[src/rtl/urfc_pkg.sv]
`timescale 1ns / 1ps
`default_nettype none

package urfc_pkg;

	localparam int LEN_W  = 10;
	localparam int FILL_W = 9;
	localparam int DATA_W = 8;
	localparam int CMD_W  = 2;
	localparam int CTL_W  = 2;
	localparam int REG_W  = 2;

	// command codes
	localparam logic [CMD_W-1:0] CMD_LINE   = 2'd0;
	localparam logic [CMD_W-1:0] CMD_INJECT = 2'd1;
	localparam logic [CMD_W-1:0] CMD_READ   = 2'd2;
	localparam logic [CMD_W-1:0] CMD_CLEAR  = 2'd3;

	// control state codes
	localparam logic [CTL_W-1:0] CTL_NONE      = 2'd0;
	localparam logic [CTL_W-1:0] CTL_INTERRUPT = 2'd1;
	localparam logic [CTL_W-1:0] CTL_PAUSE     = 2'd2;

	// terminal control characters
	localparam logic [DATA_W-1:0] CH_INTERRUPT = 8'h03;
	localparam logic [DATA_W-1:0] CH_PAUSE     = 8'h1A;

	// register indexes
	localparam logic [REG_W-1:0] REG_BUFFER_LENGTH = 2'd0;
	localparam logic [REG_W-1:0] REG_FLOW_LIMIT    = 2'd1;
	localparam logic [REG_W-1:0] REG_TERMINAL_MODE = 2'd2;
	localparam logic [REG_W-1:0] REG_FLOW_CTRL_EN  = 2'd3;

	// register reset values
	localparam logic [LEN_W-1:0] LEN_RESET   = 10'd512;
	localparam logic [LEN_W-1:0] LIMIT_RESET = 10'd448;

	typedef struct packed {
		logic [DATA_W-1:0] read_data;
		logic              read_valid;
		logic              interrupted;
		logic              paused;
		logic              dropped;
		logic [FILL_W-1:0] fill_count;
		logic              rts_ready;
	} res_t;

endpackage

`default_nettype wire

[src/rtl/urfc_if.sv]
`timescale 1ns / 1ps
`default_nettype none

interface urfc_cmd_if;
	logic                        valid;
	logic                        ready;
	logic [urfc_pkg::CMD_W-1:0]  command;
	logic [urfc_pkg::DATA_W-1:0] data_byte;
	logic                        line_error;

	modport source (output valid, output command, output data_byte, output line_error,
		input ready);
	modport sink (input valid, input command, input data_byte, input line_error,
		output ready);
endinterface

interface urfc_res_if;
	logic                        valid;
	logic                        ready;
	logic [urfc_pkg::DATA_W-1:0] read_data;
	logic                        read_valid;
	logic                        interrupted;
	logic                        paused;
	logic                        dropped;
	logic [urfc_pkg::FILL_W-1:0] fill_count;
	logic                        rts_ready;

	modport source (output valid, output read_data, output read_valid, output interrupted,
		output paused, output dropped, output fill_count, output rts_ready, input ready);
	modport sink (input valid, input read_data, input read_valid, input interrupted,
		input paused, input dropped, input fill_count, input rts_ready, output ready);
endinterface

`default_nettype wire

[src/rtl/uart_rx_fifo_flow_control_unit.sv]
// results: a read that pops a byte passes through the byte store read port, then the result
// queue; every other command's result enters the result queue directly
// throughput: one command per cycle while the result queue is not full; a popping read holds
// off the next command while the byte store read port returns its data; a two-entry result queue decouples
// reset: indices, ready flag, control state and registers go to defaults at once;
// the byte store is not cleared and needs no clearing pass
`timescale 1ns / 1ps
`default_nettype none

module uart_rx_fifo_flow_control_unit #(
	parameter int BUFFER_DEPTH = 512
) (
	input  wire logic                       clk,
	input  wire logic                       arst_n,
	input  wire logic                       cfg_we,
	input  wire logic [urfc_pkg::REG_W-1:0] cfg_index,
	input  wire logic [urfc_pkg::LEN_W-1:0] cfg_wdata,
	urfc_cmd_if.sink                        cmd_ch,
	urfc_res_if.source                      res_ch
);

	localparam int AW  = $clog2(BUFFER_DEPTH);
	localparam int NW  = AW + 1;
	localparam int LCW = (NW > urfc_pkg::LEN_W) ? NW : urfc_pkg::LEN_W;
	localparam logic [LCW-1:0] DEPTH_L = LCW'(BUFFER_DEPTH);
	localparam logic [LCW-1:0] LEN_MIN = LCW'(2);
	localparam logic [NW-1:0]  N_RESET =
		(LCW'(urfc_pkg::LEN_RESET) > DEPTH_L) ? NW'(BUFFER_DEPTH) : NW'(urfc_pkg::LEN_RESET);

	typedef enum logic [1:0] {
		ST_IDLE = 2'b01,
		ST_READ = 2'b10
	} state_t;

	state_t                       state_q;
	logic [NW-1:0]                n_q;
	logic [urfc_pkg::LEN_W-1:0]   limit_q;
	logic                         term_q;
	logic                         fce_q;
	logic [AW-1:0]                w_q;
	logic [AW-1:0]                r_q;
	logic                         ready_q;
	logic [urfc_pkg::CTL_W-1:0]   ctl_q;
	urfc_pkg::res_t               pend_s1;

	logic [LCW-1:0]               len_ext;
	logic [NW-1:0]                n_cfg;
	logic [NW-1:0]                fill;
	logic [NW-1:0]                fill_after;
	logic                         full;
	logic                         accept;
	logic                         store_ok;
	logic                         pop;
	logic                         dropped;
	logic                         ready_d;
	logic [urfc_pkg::CTL_W-1:0]   ctl_d;
	logic [NW-1:0]                w_inc;
	logic [NW-1:0]                r_inc;
	logic [AW-1:0]                w_next;
	logic [AW-1:0]                r_next;
	urfc_pkg::res_t               res_now;
	urfc_pkg::res_t               push_data;
	logic                         push;
	logic [urfc_pkg::DATA_W-1:0]  mem_rdata;
	urfc_pkg::res_t               q_head;
	logic                         q_valid;
	logic                         q_full;

	// ring length clamped to the usable range
	assign len_ext = LCW'(cfg_wdata);
	always_comb begin
		if (len_ext < LEN_MIN) begin
			n_cfg = NW'(2);
		end else if (len_ext > DEPTH_L) begin
			n_cfg = NW'(BUFFER_DEPTH);
		end else begin
			n_cfg = NW'(len_ext);
		end
	end

	assign fill = (w_q >= r_q) ? (NW'(w_q) - NW'(r_q)) : (n_q - (NW'(r_q) - NW'(w_q)));
	assign full = (fill >= (n_q - NW'(1)));

	assign w_inc  = NW'(w_q) + NW'(1);
	assign r_inc  = NW'(r_q) + NW'(1);
	assign w_next = (w_inc >= n_q) ? '0 : w_inc[AW-1:0];
	assign r_next = (r_inc >= n_q) ? '0 : r_inc[AW-1:0];

	assign cmd_ch.ready = (state_q == ST_IDLE) && !q_full;
	assign accept       = cmd_ch.valid && cmd_ch.ready;

	always_comb begin
		ctl_d    = ctl_q;
		ready_d  = ready_q;
		store_ok = 1'b0;
		pop      = 1'b0;
		dropped  = 1'b0;
		case (cmd_ch.command)
			urfc_pkg::CMD_LINE: begin
				if (cmd_ch.line_error) begin
					dropped = 1'b1;
				end else begin
					store_ok = !full;
					dropped  = full;
					// control detection applies even when the byte is lost to a full ring
					if (term_q) begin
						if (cmd_ch.data_byte == urfc_pkg::CH_INTERRUPT) begin
							ctl_d = urfc_pkg::CTL_INTERRUPT;
						end else if (cmd_ch.data_byte == urfc_pkg::CH_PAUSE) begin
							ctl_d = (ctl_q != urfc_pkg::CTL_PAUSE) ? urfc_pkg::CTL_PAUSE
								: urfc_pkg::CTL_NONE;
						end
					end
				end
			end
			urfc_pkg::CMD_INJECT: begin
				store_ok = !full;
				dropped  = full;
			end
			urfc_pkg::CMD_READ: begin
				if (LCW'(fill) < LCW'(limit_q)) begin
					ready_d = 1'b1;
				end
				pop = (fill != '0);
			end
			urfc_pkg::CMD_CLEAR: begin
				ctl_d = urfc_pkg::CTL_NONE;
			end
			default: begin
			end
		endcase

		if (store_ok) begin
			fill_after = fill + NW'(1);
		end else if (pop) begin
			fill_after = fill - NW'(1);
		end else begin
			fill_after = fill;
		end

		if (store_ok && (LCW'(fill_after) >= LCW'(limit_q))) begin
			ready_d = 1'b0;
		end

		res_now.read_data   = '0;
		res_now.read_valid  = pop;
		res_now.interrupted = (ctl_d == urfc_pkg::CTL_INTERRUPT);
		res_now.paused      = (ctl_d == urfc_pkg::CTL_PAUSE);
		res_now.dropped     = dropped;
		res_now.fill_count  = urfc_pkg::FILL_W'(fill_after);
		res_now.rts_ready   = fce_q ? ready_d : 1'b1;
	end

	urfc_mem #(
		.DEPTH (BUFFER_DEPTH),
		.AW    (AW)
	) u_mem (
		.clk   (clk),
		.we    (accept && store_ok),
		.waddr (w_q),
		.wdata (cmd_ch.data_byte),
		.re    (accept && pop),
		.raddr (r_q),
		.rdata (mem_rdata)
	);

	always_ff @(posedge clk or negedge arst_n) begin
		if (!arst_n) begin
			state_q <= ST_IDLE;
			n_q     <= N_RESET;
			limit_q <= urfc_pkg::LIMIT_RESET;
			term_q  <= 1'b0;
			fce_q   <= 1'b1;
			w_q     <= '0;
			r_q     <= '0;
			ready_q <= 1'b1;
			ctl_q   <= urfc_pkg::CTL_NONE;
		end else begin
			case (state_q)
				ST_IDLE: begin
					if (accept && pop) begin
						state_q <= ST_READ;
					end
				end
				ST_READ: begin
					state_q <= ST_IDLE;
				end
				default: begin
					state_q <= ST_IDLE;
				end
			endcase

			if (accept) begin
				if (store_ok) begin
					w_q <= w_next;
				end
				if (pop) begin
					r_q <= r_next;
				end
				ready_q <= ready_d;
				ctl_q   <= ctl_d;
			end

			if (cfg_we) begin
				case (cfg_index)
					urfc_pkg::REG_BUFFER_LENGTH: begin
						// new length empties the ring
						n_q     <= n_cfg;
						w_q     <= '0;
						r_q     <= '0;
						ready_q <= 1'b1;
					end
					urfc_pkg::REG_FLOW_LIMIT: begin
						limit_q <= cfg_wdata;
					end
					urfc_pkg::REG_TERMINAL_MODE: begin
						term_q <= cfg_wdata[0];
					end
					urfc_pkg::REG_FLOW_CTRL_EN: begin
						fce_q <= cfg_wdata[0];
					end
					default: begin
					end
				endcase
			end
		end
	end

	// result fields of a popping read wait here for the store data
	always_ff @(posedge clk) begin
		if (accept) begin
			pend_s1 <= res_now;
		end
	end

	assign push = (accept && !pop) || (state_q == ST_READ);

	always_comb begin
		if (state_q == ST_READ) begin
			push_data           = pend_s1;
			push_data.read_data = mem_rdata;
		end else begin
			push_data = res_now;
		end
	end

	urfc_outq u_outq (
		.clk        (clk),
		.arst_n     (arst_n),
		.push       (push),
		.push_data  (push_data),
		.pop_ready  (res_ch.ready),
		.head       (q_head),
		.head_valid (q_valid),
		.full       (q_full)
	);

	assign res_ch.valid       = q_valid;
	assign res_ch.read_data   = q_head.read_data;
	assign res_ch.read_valid  = q_head.read_valid;
	assign res_ch.interrupted = q_head.interrupted;
	assign res_ch.paused      = q_head.paused;
	assign res_ch.dropped     = q_head.dropped;
	assign res_ch.fill_count  = q_head.fill_count;
	assign res_ch.rts_ready   = q_head.rts_ready;

endmodule

`default_nettype wire

[src/rtl/urfc_mem.sv]
`timescale 1ns / 1ps
`default_nettype none

module urfc_mem #(
	parameter int DEPTH = 512,
	parameter int AW    = 9
) (
	input  wire logic                        clk,
	input  wire logic                        we,
	input  wire logic [AW-1:0]               waddr,
	input  wire logic [urfc_pkg::DATA_W-1:0] wdata,
	input  wire logic                        re,
	input  wire logic [AW-1:0]               raddr,
	output logic      [urfc_pkg::DATA_W-1:0] rdata
);

	logic [urfc_pkg::DATA_W-1:0] mem_q [DEPTH];

	always_ff @(posedge clk) begin
		if (we) begin
			mem_q[waddr] <= wdata;
		end
	end

	always_ff @(posedge clk) begin
		if (re) begin
			rdata <= mem_q[raddr];
		end
	end

endmodule

`default_nettype wire

[src/rtl/urfc_outq.sv]
`timescale 1ns / 1ps
`default_nettype none

module urfc_outq (
	input  wire logic           clk,
	input  wire logic           arst_n,
	input  wire logic           push,
	input  wire urfc_pkg::res_t push_data,
	input  wire logic           pop_ready,
	output urfc_pkg::res_t      head,
	output logic                head_valid,
	output logic                full
);

	urfc_pkg::res_t head_q;
	urfc_pkg::res_t tail_q;
	logic           head_v_q;
	logic           tail_v_q;
	logic           pop;

	assign pop        = head_v_q & pop_ready;
	assign head       = head_q;
	assign head_valid = head_v_q;
	assign full       = tail_v_q;

	always_ff @(posedge clk or negedge arst_n) begin
		if (!arst_n) begin
			head_v_q <= 1'b0;
			tail_v_q <= 1'b0;
		end else if (pop) begin
			head_v_q <= tail_v_q | push;
			tail_v_q <= tail_v_q & push;
		end else if (push) begin
			head_v_q <= 1'b1;
			tail_v_q <= head_v_q;
		end
	end

	always_ff @(posedge clk) begin
		if (pop) begin
			head_q <= tail_v_q ? tail_q : push_data;
			if (push) begin
				tail_q <= push_data;
			end
		end else if (push) begin
			if (head_v_q) begin
				tail_q <= push_data;
			end else begin
				head_q <= push_data;
			end
		end
	end

endmodule

`default_nettype wire

[src/flat_wrapper.sv]
// flat-port wrapper written by rule: the top's interface ports become plain ports
module uart_rx_fifo_flow_control_unit_flat 
#(
	parameter int BUFFER_DEPTH = 512
)
  (clk, arst_n, cfg_we, cfg_index, cfg_wdata, cmd_ch_valid, cmd_ch_command, cmd_ch_data_byte, cmd_ch_line_error, cmd_ch_ready, res_ch_valid, res_ch_read_data, res_ch_read_valid, res_ch_interrupted, res_ch_paused, res_ch_dropped, res_ch_fill_count, res_ch_rts_ready, res_ch_ready);
  urfc_cmd_if cmd_ch_i ();
  urfc_res_if res_ch_i ();
  input  wire logic clk;
  input  wire logic arst_n;
  input  wire logic cfg_we;
  input  wire logic [urfc_pkg::REG_W-1:0] cfg_index;
  input  wire logic [urfc_pkg::LEN_W-1:0] cfg_wdata;
  input wire logic [$bits(cmd_ch_i.valid)-1:0] cmd_ch_valid;
  input wire logic [$bits(cmd_ch_i.command)-1:0] cmd_ch_command;
  input wire logic [$bits(cmd_ch_i.data_byte)-1:0] cmd_ch_data_byte;
  input wire logic [$bits(cmd_ch_i.line_error)-1:0] cmd_ch_line_error;
  output wire logic [$bits(cmd_ch_i.ready)-1:0] cmd_ch_ready;
  output wire logic [$bits(res_ch_i.valid)-1:0] res_ch_valid;
  output wire logic [$bits(res_ch_i.read_data)-1:0] res_ch_read_data;
  output wire logic [$bits(res_ch_i.read_valid)-1:0] res_ch_read_valid;
  output wire logic [$bits(res_ch_i.interrupted)-1:0] res_ch_interrupted;
  output wire logic [$bits(res_ch_i.paused)-1:0] res_ch_paused;
  output wire logic [$bits(res_ch_i.dropped)-1:0] res_ch_dropped;
  output wire logic [$bits(res_ch_i.fill_count)-1:0] res_ch_fill_count;
  output wire logic [$bits(res_ch_i.rts_ready)-1:0] res_ch_rts_ready;
  input wire logic [$bits(res_ch_i.ready)-1:0] res_ch_ready;
  assign cmd_ch_i.valid = cmd_ch_valid;
  assign cmd_ch_i.command = cmd_ch_command;
  assign cmd_ch_i.data_byte = cmd_ch_data_byte;
  assign cmd_ch_i.line_error = cmd_ch_line_error;
  assign cmd_ch_ready = cmd_ch_i.ready;
  assign res_ch_valid = res_ch_i.valid;
  assign res_ch_read_data = res_ch_i.read_data;
  assign res_ch_read_valid = res_ch_i.read_valid;
  assign res_ch_interrupted = res_ch_i.interrupted;
  assign res_ch_paused = res_ch_i.paused;
  assign res_ch_dropped = res_ch_i.dropped;
  assign res_ch_fill_count = res_ch_i.fill_count;
  assign res_ch_rts_ready = res_ch_i.rts_ready;
  assign res_ch_i.ready = res_ch_ready;
  uart_rx_fifo_flow_control_unit #(.BUFFER_DEPTH(BUFFER_DEPTH)) u_core (.clk(clk), .arst_n(arst_n), .cfg_we(cfg_we), .cfg_index(cfg_index), .cfg_wdata(cfg_wdata), .cmd_ch(cmd_ch_i), .res_ch(res_ch_i));
endmodule
[config.mk]
export PLATFORM = sky130hd
export DESIGN_NAME = uart_rx_fifo_flow_control_unit_flat
export DESIGN_NICKNAME = d
export VERILOG_FILES = /design/src/rtl/urfc_pkg.sv /design/src/rtl/urfc_if.sv /design/src/rtl/uart_rx_fifo_flow_control_unit.sv /design/src/rtl/urfc_mem.sv /design/src/rtl/urfc_outq.sv /design/src/flat_wrapper.sv
export SDC_FILE = /design/constraint.sdc
export NUM_CORES = 2
export LEC_CHECK = 0
export ABC_CLOCK_PERIOD_IN_PS = 9100
export BUFFER_PORTS_ARGS = -buffer_cell sky130_fd_sc_hd__clkbuf_2
export CAP_MARGIN = 15
export CORE_AREA = 2 2 508 611
export DETAILED_ROUTE_END_ITERATION = 7
export DIE_AREA = 0 0 510 613
export PLACE_DENSITY = 0.7
export SYNTH_ARGS = -nofsm -noshare
export SYNTH_HDL_FRONTEND = slang
export SYNTH_HIERARCHICAL = 1
export SYNTH_SLANG_ARGS = --single-unit
[constraint.sdc]
create_clock -name clk -period 9.1 [get_ports clk]
set_input_delay 0.455 -clock clk [delete_from_list [all_inputs] [get_ports clk]]
set_output_delay 0.455 -clock clk [all_outputs]
set_load 0.05 [all_outputs]
==> run_results.csv <==
group,metric,value,unit
detailed_routing,route.detailed.drc,0,
floorplanning,pin_count,52,
logic_synthesis,yosys_warnings,6,
floorplanning,core,307000,um2
outcome,status,"finished clean",
logic_synthesis,synthFlopType,"edfxtp_1",
logic_synthesis,synth_area,168000,um2
critical_path,cp_max_fo,26,
placed_design,gp_routability_congestion,0.973,
floorplanning,die_area,313000,um2
timing,rsz0062_at_grt,"no",
final_layout,area_growth,10.1,%
logic_synthesis,synthTopCellsByArea,"edfxtp_1, mux4_2, mux2i_1",
power,power_frac_seq,42.6,%
power,switchingPower,0.0149,W
power,internal_power,0.0363,W
clock_tree,cts_root_buf,"clkbuf_16",
logic_synthesis,syn_inst,8828,
final_layout,fin_nets,9029,
final_layout,fillers,21100,
detailed_routing,wl_per_cell,32.4,um
clock_tree,htree_levels,5,
timing,setup_violations,0,
logic_synthesis,ys_ff_latch,4209,
floorplanning,die_w,510,um
placed_design,dp_hpwl,262000,um
grt,grt_pass1_vias,87200,
final_layout,drive_gt1_share,16.8,%
floorplanning,fp-row-count,223,
final_layout,layout_commonest_cell,"edfxtp_1",
clock_tree,clock_latency,0.90,ns
timing,slew_headroom,13.2,%
floorplanning,start_util,54.8,%
timing,final_max_slew_viol_count,0,
flow_run,max_cap_viol_count,0,
grt,grt_first_pass_wirelength,619000,um
grt,antenna_found_initial,22,
placed_design,port_buffers,51,
grt,grt_usage,27.3,%
timing,period_share,88.5,%
timing,max_freq,124,MHz
detailed_routing,via_per_inst,6.61,
critical_path,slowest_stage,"dfrtp_1",
worst_hold_path,hold_path.class,"primary input to flop",
logic_synthesis,synth-compound-area-share,4.85,%
logic_synthesis,synth-seq-area-share,75.1,%
logic_synthesis,avgSynthCellArea,19.0,um2
clock_tree,cts_buffers,392,
detailed_routing,first_iter_violations,11700,
power,clockPowerShare,32.0,%
logic_synthesis,synth_edf_count,4162,
final_layout,fin_util,60.3,%
timing,finClkSkew,0.0531,ns
critical_path,critPathKind,"flop to flop",
critical_path,critical_path.cell_chain,"inv_1, ha_1, inv_1, ha_1, fa_1, a211oi_4, o21ai_0, a31oi_1, mux2_1, nor2_1, ha_1, o21a_1, o21a_1, o32ai_1, a21o_1, nand2_1, inv_1, nand2_1, nor2_1, nand2_4, buf_4, nor2_1",
timing,tightest_slew,1.29,ns
clock_tree,path_clk_slew,0.06,ns
detailed_routing,num_vias,87900,
clock_tree,cts.sinks,4209,
grt,grt-ovfl-total,0,
logic_synthesis,synthAdderAreaFrac,0.685,%
detailed_routing,wl,431000,um
logic_synthesis,yosysTopAreaCell,"edfxtp_1",
logic_synthesis,synthArstFlopShare,1.12,%
timing,fin_setup_tns,0,ns
logic_synthesis,ys_types,98,
clock_tree,cts_resized,0,
clock_tree,clockBufferDepth,4,
timing,finalCriticalPeriod,8.05,ns
detailed_routing,ant_nets,0,
placed_design,place_area,172000,um2
logic_synthesis,yosys.area_share.simple,3.25,%
critical_path,required,9.59,ns
critical_path,worst_setup_path_end_kind,"flop",
final_layout,most-common-layout-cells,"edfxtp_1, mux2i_1, nor2_1",
critical_path,cp.arrival,8.55,ns
logic_synthesis,synth_nets,8942,
timing,hold_viol_final,0,
critical_path,start_kind,"flop",
grt,grt_max_degree,192,
power,power.density,277,nW/um2
power,power_switching_share,29.1,%
power,pwr-share-comb,25.4,%
logic_synthesis,synthXorXnorAreaFrac,0.209,%
detailed_routing,drtPass1Iterations,8,
floorplanning,die_h,613,um
power,leakagePower,56.5,nW
logic_synthesis,synthMuxAreaShare,13.9,%
final_layout,finish.instance_area,185000,um2
critical_path,cpPeakStageDelay,0.73,ns
power,ir_worst_vdd,262,uV
logic_synthesis,yosysTopAreaCellShare,74.4,%
logic_synthesis,synth_top_family_by_area,"multiplexers",
power,power,0.0512,W
clock_tree,cts_tree,"yes",
-- logic make-up (layout without fill, tap and decap cells) --
logic type                 after synthesis  in the layout
DFF                                   4209           4209
AOI/OAI and AO/OA                     1161           1161
adders and majority gates               86             86
and+or+nand+nor                       1220           1220
xor gates and xnor gates                40             40
muxes                                 1500           1500
buffers and inverters                  612           1008
other                                    0             14
-- Yosys cell counts (all sizes together), types with 58 or more instances --
master     n
mux4     654
o22ai    166
a21oi    239
edfxtp  4162
nor2     657
o221ai   372
nand3     58
ha        76
buf      255
nor3     130
nand2    169
clkbuf   274
mux2i    802
o21ai    166
a22oi     65
inv       82
-- metal layers --
metal  GRT usage (%)  wire length [um]  part of all wire [%]  up-vias
met5               0               117                 0.027        -
met4            11.3             19600                   4.6       16
met3            4.79             38700                   9.0      864
met2            44.4            211000                    49     5003
met1            36.7            162000                    37    45500
li1                -                 -                     -    36500
-- cell type report --
cell class	count	area, um2	area share, %
inverters	82	320	0.173
multi-input cells	4007	38600	20.9
repair buffers	223	1970	1.06
well taps	4050	5070	2.74
clock inverters	246	2510	1.36
diodes	14	35.0	0.0189
clock buffers	457	10200	5.52
flip-flops and latches	4209	126000	68.2
-- worst max-delay path: cells and delay by family (launching register included) --
kind                     cells  cell delay, ns
flip-flops                   1            0.73
AND/OR/NAND/NOR              6            2.51
multiplexers                 1            0.39
adder cells (fa/ha/maj)      4            1.38
AO/OA/AOI/OAI                7            1.68
buffers and inverters        4            0.94
-- registers in the layout, indices dropped and copies added, names as in the netlist, 8 cells and up --
name	cells
u_core/w_q	9
u_core/u_outq/tail_q	22
u_core/u_mem/rdata	8
u_core/u_mem/mem_q	4096
u_core/n_q	10
u_core/limit_q	10
u_core/pend_s1	14
u_core/r_q	9
u_core/u_outq/head	22
-- final timing paths --
check / start / end / slack [ns] / cells past startpoint
worst max-delay path: u_core/w_q[0]$_DFF_PN0_ / u_core/u_mem/mem_q[330][5]$_DFFE_PP_ / 1.05 / 22
worst min-delay path: cmd_ch_data_byte[3] / u_core/u_mem/mem_q[17][3]$_DFFE_PP_ / 0.06 / 1
worst max register to register: u_core/w_q[0]$_DFF_PN0_ / u_core/u_mem/mem_q[330][5]$_DFFE_PP_ / 1.05 / 22
worst min register to register: u_core/limit_q[4]$_DFFE_PN0P_ / u_core/limit_q[4]$_DFFE_PN0P_ / 0.51 / 1
max in group asynchronous: arst_n / u_core/r_q[2]$_DFF_PN0_ / 8.36 / 3
min in group asynchronous: arst_n / u_core/r_q[0]$_DFF_PN0_ / 0.23 / 3
-- power by group through the flow --
stage	clock, W	combinational, W	sequential [W]
floorplan	0	0.00969	0.0222
global placement	0	0.0128	0.0222
detailed placement	0	0.0129	0.0222
CTS	0.0166	0.0129	0.0218
global route	0.0173	0.0137	0.0218
finish	0.0164	0.0130	0.0218
-- timing repair --
action | CTS | global route
hold buffers | 21 | 0
setup buffers | 0 | 0
endpoints found under the hold margin | 133 | 0
-- stage by stage --
step / hold slack (ns) / setup slack (ns) / instances
2_1_floorplan: 0.159 / 3.26 / 8828
3_3_place_gp: 0.484 / 1.21 / 12500
3_5_place_dp: 0.502 / 1.14 / 12500
4_1_cts: 0.0140 / 1.13 / 13300
5_1_grt: 0.0403 / 0.606 / 13300
6_report: 0.0632 / 1.05 / 13300
Note: power is estimated with default switching activity, not from simulation.
